===== src/gtse_pkg.sv =====
// ----------------------------------------------------------------------------
// gtse_pkg
// shared types and constants for the grid triplet structure energy block
// ----------------------------------------------------------------------------
`default_nettype none

package gtse_pkg;

    localparam int RATIO_W  = 24;
    localparam int ENERGY_W = 34;
    localparam int OUT_E_W  = 35;
    localparam int NUM2_W   = 44;
    localparam int DEN2_W   = 41;
    localparam int QUO_W    = 48;
    localparam int ONE_Q16  = 65536;

    typedef enum logic [1:0] {
        F_LOAD_CORNER = 2'd0,
        F_LOAD_CELL   = 2'd1,
        F_COMPUTE     = 2'd2,
        F_READ        = 2'd3
    } t_func;

    localparam logic [1:0] CFG_ROWS   = 2'd0;
    localparam logic [1:0] CFG_COLS   = 2'd1;
    localparam logic [1:0] CFG_WEIGHT = 2'd2;

    localparam logic [1:0] DIR_ROW  = 2'd0;
    localparam logic [1:0] DIR_DIAG = 2'd1;
    localparam logic [1:0] DIR_COL  = 2'd2;

    localparam logic KIND_BEST   = 1'b0;
    localparam logic KIND_ENERGY = 1'b1;

    // controller to datapath
    typedef struct packed {
        logic       ld_corner;
        logic       ld_cell;
        logic       rd_energy;
        logic       best_clr;
        logic       g_rd;
        logic       cell_cap;
        logic       p_rd;
        logic       pt_cap;
        logic [1:0] cap_sel;
        logic [1:0] rd_sel;
        logic       diff;
        logic       square;
        logic       sum;
        logic       ratio_go;
        logic       mul;
        logic       wr;
        logic       clr_wr;
        logic       emit;
        logic       emit_kind;
    } t_cmd;

    // datapath to controller
    typedef struct packed {
        logic filled;
        logic ratio_done;
    } t_sts;

endpackage

`default_nettype wire


===== src/gtse_ctrl.sv =====
// ----------------------------------------------------------------------------
// gtse_ctrl
// controller: clearing pass, item decode and the triple walk sequencer
// ----------------------------------------------------------------------------
`default_nettype none

module gtse_ctrl #(
    parameter int MAX_ROWS = 16,
    parameter int MAX_COLS = 16
) (
    input  wire logic                                 i_clk,
    input  wire logic                                 i_rst_n,
    input  wire logic                                 i_in_valid,
    input  wire logic [1:0]                           i_in_func,
    output logic                                      o_in_ready,
    input  wire logic                                 i_out_free,
    input  wire logic [4:0]                           i_grid_rows,
    input  wire logic [4:0]                           i_grid_cols,
    input  wire gtse_pkg::t_sts                       i_sts,
    output gtse_pkg::t_cmd                            o_cmd,
    output logic [$clog2(MAX_ROWS*MAX_COLS)-1:0]      o_grid_addr,
    output logic [$clog2(MAX_ROWS)-1:0]               o_walk_row,
    output logic [$clog2(MAX_COLS)-1:0]               o_walk_col,
    output logic [1:0]                                o_walk_dir
);
    import gtse_pkg::*;

    localparam int CELLS   = MAX_ROWS * MAX_COLS;
    localparam int GRID_AW = $clog2(CELLS);
    localparam int ROW_W   = $clog2(MAX_ROWS);
    localparam int COL_W   = $clog2(MAX_COLS);
    localparam int LIM_W   = $clog2((MAX_ROWS > MAX_COLS ? MAX_ROWS : MAX_COLS) + 32) + 1;

    typedef enum logic [4:0] {
        S_CLEAR, S_IDLE, S_RD, S_POS,
        S_G0, S_G1, S_G2, S_G3, S_CHK,
        S_P0, S_P1, S_P2, S_P3,
        S_DIFF, S_SQ, S_SUM, S_GO, S_WAIT,
        S_MUL, S_WR, S_NEXT, S_DONE
    } t_state;

    t_state             r_state;
    logic [GRID_AW-1:0] r_clr;
    logic [ROW_W-1:0]   r_row;
    logic [COL_W-1:0]   r_col;
    logic [1:0]         r_dir;

    logic               w_accept;
    logic [LIM_W-1:0]   w_nr, w_nc, w_re, w_ce, w_two;
    logic               w_pos_ok;
    logic [GRID_AW-1:0] w_k, w_offr, w_offc, w_taddr;

    assign o_in_ready = (r_state == S_IDLE);
    assign w_accept   = i_in_valid && o_in_ready;

    assign w_nr  = (LIM_W'(i_grid_rows) > LIM_W'(MAX_ROWS)) ? LIM_W'(MAX_ROWS)
                                                            : LIM_W'(i_grid_rows);
    assign w_nc  = (LIM_W'(i_grid_cols) > LIM_W'(MAX_COLS)) ? LIM_W'(MAX_COLS)
                                                            : LIM_W'(i_grid_cols);
    assign w_re  = LIM_W'(r_row);
    assign w_ce  = LIM_W'(r_col);
    assign w_two = LIM_W'(2);

    always_comb begin
        unique case (r_dir)
            DIR_ROW:  w_pos_ok = (w_re < w_nr) && (w_ce + w_two < w_nc);
            DIR_DIAG: w_pos_ok = (w_re + w_two < w_nr) && (w_ce + w_two < w_nc);
            DIR_COL:  w_pos_ok = (w_re + w_two < w_nr) && (w_ce < w_nc);
            default:  w_pos_ok = 1'b0;
        endcase
    end

    always_comb begin
        unique case (r_state)
            S_G1:    w_k = GRID_AW'(1);
            S_G2:    w_k = GRID_AW'(2);
            default: w_k = '0;
        endcase
    end

    assign w_offr  = (r_dir != DIR_ROW) ? w_k : '0;
    assign w_offc  = (r_dir != DIR_COL) ? w_k : '0;
    assign w_taddr = GRID_AW'((GRID_AW'(r_row) + w_offr) * GRID_AW'(MAX_COLS)
                              + GRID_AW'(r_col) + w_offc);
    assign o_grid_addr = (r_state == S_CLEAR) ? r_clr : w_taddr;
    assign o_walk_row  = r_row;
    assign o_walk_col  = r_col;
    assign o_walk_dir  = r_dir;

    always_comb begin
        o_cmd           = '0;
        o_cmd.ld_corner = w_accept && (i_in_func == F_LOAD_CORNER);
        o_cmd.ld_cell   = w_accept && (i_in_func == F_LOAD_CELL);
        o_cmd.best_clr  = w_accept && (i_in_func == F_COMPUTE);
        o_cmd.rd_energy = w_accept && (i_in_func == F_READ);
        unique case (r_state)
            S_CLEAR: o_cmd.clr_wr = 1'b1;
            S_G0:    o_cmd.g_rd = 1'b1;
            S_G1: begin
                o_cmd.g_rd     = 1'b1;
                o_cmd.cell_cap = 1'b1;
                o_cmd.cap_sel  = 2'd0;
            end
            S_G2: begin
                o_cmd.g_rd     = 1'b1;
                o_cmd.cell_cap = 1'b1;
                o_cmd.cap_sel  = 2'd1;
            end
            S_G3: begin
                o_cmd.cell_cap = 1'b1;
                o_cmd.cap_sel  = 2'd2;
            end
            S_P0: begin
                o_cmd.p_rd   = 1'b1;
                o_cmd.rd_sel = 2'd0;
            end
            S_P1: begin
                o_cmd.p_rd    = 1'b1;
                o_cmd.rd_sel  = 2'd1;
                o_cmd.pt_cap  = 1'b1;
                o_cmd.cap_sel = 2'd0;
            end
            S_P2: begin
                o_cmd.p_rd    = 1'b1;
                o_cmd.rd_sel  = 2'd2;
                o_cmd.pt_cap  = 1'b1;
                o_cmd.cap_sel = 2'd1;
            end
            S_P3: begin
                o_cmd.pt_cap  = 1'b1;
                o_cmd.cap_sel = 2'd2;
            end
            S_DIFF:  o_cmd.diff = 1'b1;
            S_SQ:    o_cmd.square = 1'b1;
            S_SUM:   o_cmd.sum = 1'b1;
            S_GO:    o_cmd.ratio_go = 1'b1;
            S_MUL:   o_cmd.mul = 1'b1;
            S_WR:    o_cmd.wr = 1'b1;
            S_RD: begin
                o_cmd.emit      = i_out_free;
                o_cmd.emit_kind = KIND_ENERGY;
            end
            S_DONE: begin
                o_cmd.emit      = i_out_free;
                o_cmd.emit_kind = KIND_BEST;
            end
            default: ;
        endcase
    end

    always_ff @(posedge i_clk) begin
        if (!i_rst_n) begin
            r_state <= S_CLEAR;
            r_clr   <= '0;
            r_row   <= '0;
            r_col   <= '0;
            r_dir   <= DIR_ROW;
        end else begin
            unique case (r_state)
                S_CLEAR: begin
                    r_clr <= r_clr + GRID_AW'(1);
                    if (r_clr == GRID_AW'(CELLS - 1)) begin
                        r_state <= S_IDLE;
                    end
                end
                S_IDLE: begin
                    if (w_accept) begin
                        if (i_in_func == F_COMPUTE) begin
                            r_row   <= '0;
                            r_col   <= '0;
                            r_dir   <= DIR_ROW;
                            r_state <= S_POS;
                        end else if (i_in_func == F_READ) begin
                            r_state <= S_RD;
                        end
                    end
                end
                S_RD:   if (i_out_free) r_state <= S_IDLE;
                S_POS:  r_state <= w_pos_ok ? S_G0 : S_NEXT;
                S_G0:   r_state <= S_G1;
                S_G1:   r_state <= S_G2;
                S_G2:   r_state <= S_G3;
                S_G3:   r_state <= S_CHK;
                S_CHK:  r_state <= i_sts.filled ? S_P0 : S_NEXT;
                S_P0:   r_state <= S_P1;
                S_P1:   r_state <= S_P2;
                S_P2:   r_state <= S_P3;
                S_P3:   r_state <= S_DIFF;
                S_DIFF: r_state <= S_SQ;
                S_SQ:   r_state <= S_SUM;
                S_SUM:  r_state <= S_GO;
                S_GO:   r_state <= S_WAIT;
                S_WAIT: if (i_sts.ratio_done) r_state <= S_MUL;
                S_MUL:  r_state <= S_WR;
                S_WR:   r_state <= S_NEXT;
                S_NEXT: begin
                    r_state <= S_POS;
                    if (r_col == COL_W'(MAX_COLS - 1)) begin
                        r_col <= '0;
                        if (r_row == ROW_W'(MAX_ROWS - 1)) begin
                            r_row <= '0;
                            if (r_dir == DIR_COL) begin
                                r_state <= S_DONE;
                            end else begin
                                r_dir <= r_dir + 2'd1;
                            end
                        end else begin
                            r_row <= r_row + ROW_W'(1);
                        end
                    end else begin
                        r_col <= r_col + COL_W'(1);
                    end
                end
                S_DONE: if (i_out_free) r_state <= S_IDLE;
                default: r_state <= S_IDLE;
            endcase
        end
    end

endmodule

`default_nettype wire

===== config.mk =====
export PLATFORM = sky130hd
export DESIGN_NAME = gtse_ctrl
export DESIGN_NICKNAME = d
export VERILOG_FILES = /design/src/gtse_pkg.sv /design/src/gtse_ctrl.sv
export SDC_FILE = /design/constraint.sdc
export NUM_CORES = 1
export LEC_CHECK = 0
export BUFFER_PORTS_ARGS = -buffer_cell sky130_fd_sc_hd__buf_4
export CORE_ASPECT_RATIO = 1.75
export CORE_MARGIN = 10
export CORE_UTILIZATION = 55
export CTS_CLUSTER_DIAMETER = 100
export DETAILED_ROUTE_END_ITERATION = 6
export PLACE_DENSITY = 0.91
export SLEW_MARGIN = 20
export SYNTH_ARGS = -nofsm -noshare
export SYNTH_HDL_FRONTEND = slang
export SYNTH_SLANG_ARGS = --single-unit

===== constraint.sdc =====
create_clock -name i_clk -period 11.1 [get_ports i_clk]
set_input_delay 2.22 -clock i_clk [delete_from_list [all_inputs] [get_ports i_clk]]
set_output_delay 2.22 -clock i_clk [all_outputs]
set_load 0.005 [all_outputs]

==> reports/qor.txt <==
Clock Latency Late Sink - 0.27 ns
Core footprint - 0.00419 mm²
Remaining routing DRC violations - 0
Most common cell in the netlist - nor2_1
Seq/Total Area, Yosys - 0.192
Setup violators final - 0
CTS sink count - 23
Cell row count - 31
Setup Crit Path Kind - flip-flop to output pin
Share of cells above drive strength 1 - 0.189
Total Power - 0.000277 W
Synth Flop Type - dfxtp_1
Die Height - 107 µm
Vias in the first global route - 2548
Synth top area cells - dfxtp_1 19%, ha_1 14%, nor2_1 5.9%
Place WS - 5.37 ns
Placed Cells - 410
Number of antenna diodes - 0
Initial antenna violation count - 0
H-Tree Level Count - 1
Initial Util - 0.573
Netlist cell types - 57
Fillers - 343
Vias - 2526
CTS tree - yes
Commonest cells in the synthesized netlist - 38 x nor2_1, 29 x nand2_1, 27 x ha_1
Worst R2R Path Depth - 8
Dpl hpwl - 5.46 mm
Critical Path Source Type - flip-flop
EDFF count, synth - 0
Area share of the largest cell type after synthesis - 0.192
First drt pass iteration count - 4
Yosys reg bits - 23
Max clock buf depth - 2
Gr ovfl total - 0
Worst vdd ir - 0.000110 V
Post-Syn Instances - 321
Largest net degree at the start of global routing - 29
Tightest Hold Check Type - flip-flop to flip-flop
Die ar. - 0.00752 mm²
First-pass GRT wire length - 11.9 mm
PnR worst setup slack - 4.98 ns
IO buf count - 57
Number of setup buffers added after CTS - 0
RSZ-0062 raised after global routing - false
Clock Skew - 0.00261 ns
Final #Nets - 413
Asr flop ratio synth - 0
Largest area contributor in the netlist - dfxtp_1
LEAKAGE - 1.25 nW
Final Wtd Congestion - 0.927
Hold Startpoint - r_clr[5]
Final setup TNS - 0 ns
CTS root buf - clkbuf_8
Reg2reg start - o_walk_row[2]
Vias per inst - 6.10
CP required - 8.88 ns
Num CTS Buffers - 3
Hold Buf Count CTS - 0
Gr usage total - 0.181
Hold path endpoint - r_clr[5]
Wire length per cell - 16.9 µm
Syn Area/Cell - 7.48 µm²
Count of pins over their slew limit - 0
Worst R2R End - r_state[4]
Final worst path period share - 0.552
Critical path arrival - 3.90 ns
Post-Route WL - 6.99 mm
Setup crit end kind - output pin
Max-Cap Viols - 0
Num ports - 58
FF-to-FF setup slack - 8.67 ns
Slew HR - 0.474
CP max FO - 28
Minimum clock period - 6.12 ns
Hold Crit Depth - 2
Mapped Area - 0.00240 mm²
Final ANT Viol Nets - 0
Die X - 70.0 µm
Yosys Warn Count - 0
Synthesized Nets - 368
Layout area overhead - 19.1%
Final Hold Vio Count - 0
Status - finished, final reports clean
Layout Cells excl Fill - 414
Worst slew pin tran - 0.788 ns
Highest Clock Rate - 163 MHz
Clock-pin slew of the registers on the worst-case setup and hold paths - 0.08 ns
Power Dens Cells - 96.7 mW/mm²
Post-CTS Resized - 0
1st-iter DRT viols - 431
-- per-layer routing --
metal,global-route usage,vias to the layer above,wire length (µm)
li1,-,1238,-
met1,0.187,1168,2630
met2,0.338,94,3700
met3,0.0360,26,380
met4,0.0807,0,272
met5,0,-,0
-- registers in the layout (all words and copies together) (netlist names) --
name / count
o_walk_dir: 2
r_clr: 8
o_walk_row: 4
r_state: 5
o_walk_col: 4
-- stage by stage --
step                area [µm²]  hold WS [ns]  utilization
floorplan                 2400         0.467            -
CTS                       2860         0.506        0.683
global placement          2820         0.489        0.672
detailed placement        2820         0.496        0.672
finish                    2860         0.510        0.683
global route              2860         0.555        0.683
-- report_power, final --
group	total, W	leakage [nW]	switching (W)	internal [W]
Sequential	0.000108	0.186	0.0000186	0.0000891
Clock	0.0000540	0.0228	0.0000283	0.0000257
Combinational	0.000115	1.04	0.0000647	0.0000502
Total	0.000277	1.25	0.000112	0.000165
-- worst max-delay path, cell delays in order (launching register included) --
cell,delay (ns)
dfxtp_1,0.84
nor3b_1,0.36
nand2_1,0.14
nor2_1,0.13
ha_1,0.20
inv_1,0.07
fa_1,0.50
nand4b_1,0.28
or4_1,0.51
a31oi_1,0.21
xor2_1,0.16
o21ai_0,0.09
buf_4,0.15
-- cells in the final DEF (no fill, tap or decap), drive strengths merged, types with 3 or more instances in the layout --
cell	count
o22ai	3
xor2	13
a31oi	3
dfxtp	23
or3	6
o21ai	13
o31ai	4
a211oi	4
nand4b	3
or4	3
nor2b	8
buf	57
a22oi	3
nand4	3
o2111ai	3
nor3b	7
nand3	10
nor3	10
nor2	38
ha	27
and2	3
xnor2	5
nand2b	11
inv	16
o221ai	3
a21oi	23
and3	4
nand2	30
clkbuf	4
-- kinds of logic (layout without fill, tap and decap cells) --
| group | after synthesis | in the layout | share of synthesized area |
|---|---|---|---|
| buffers and inverters | 33 | 77 | 0.0568 |
| xor gates and xnor gates | 18 | 18 | 0.0656 |
| AOI/OAI and AO/OA | 71 | 71 | 0.203 |
| and+or+nand+nor | 146 | 146 | 0.321 |
| adders and majority gates | 29 | 29 | 0.157 |
| DFF | 23 | 23 | 0.192 |
| muxes | 1 | 1 | 0.00417 |
-- final cells by class --
| class | count | area (µm²) | area share |
|---|---|---|---|
| Multi-Input combinational cell | 265 | 1810 | 0.631 |
| Sequential cell | 23 | 460 | 0.161 |
| Timing Repair Buffer | 57 | 428 | 0.150 |
| Tap cell | 49 | 61.3 | 0.0214 |
| Inverter | 16 | 60.1 | 0.0210 |
| Clock buffer | 4 | 45.0 | 0.0157 |
-- worst max-delay path by stage --
stage | depth (start not counted) | to | slack, ns | start
finish | 12 | o_grid_addr[7] | 4.98 | r_state[0]
floorplan | 14 | o_grid_addr[7] | 5.74 | r_state[2]
CTS | 12 | o_grid_addr[7] | 5.04 | r_state[0]
global placement | 12 | o_grid_addr[7] | 5.48 | r_state[0]
global route | 12 | o_grid_addr[7] | 4.74 | r_state[0]
detailed placement | 12 | o_grid_addr[7] | 5.37 | r_state[0]
No activity file was read; power rests on OpenSTA's default activity.
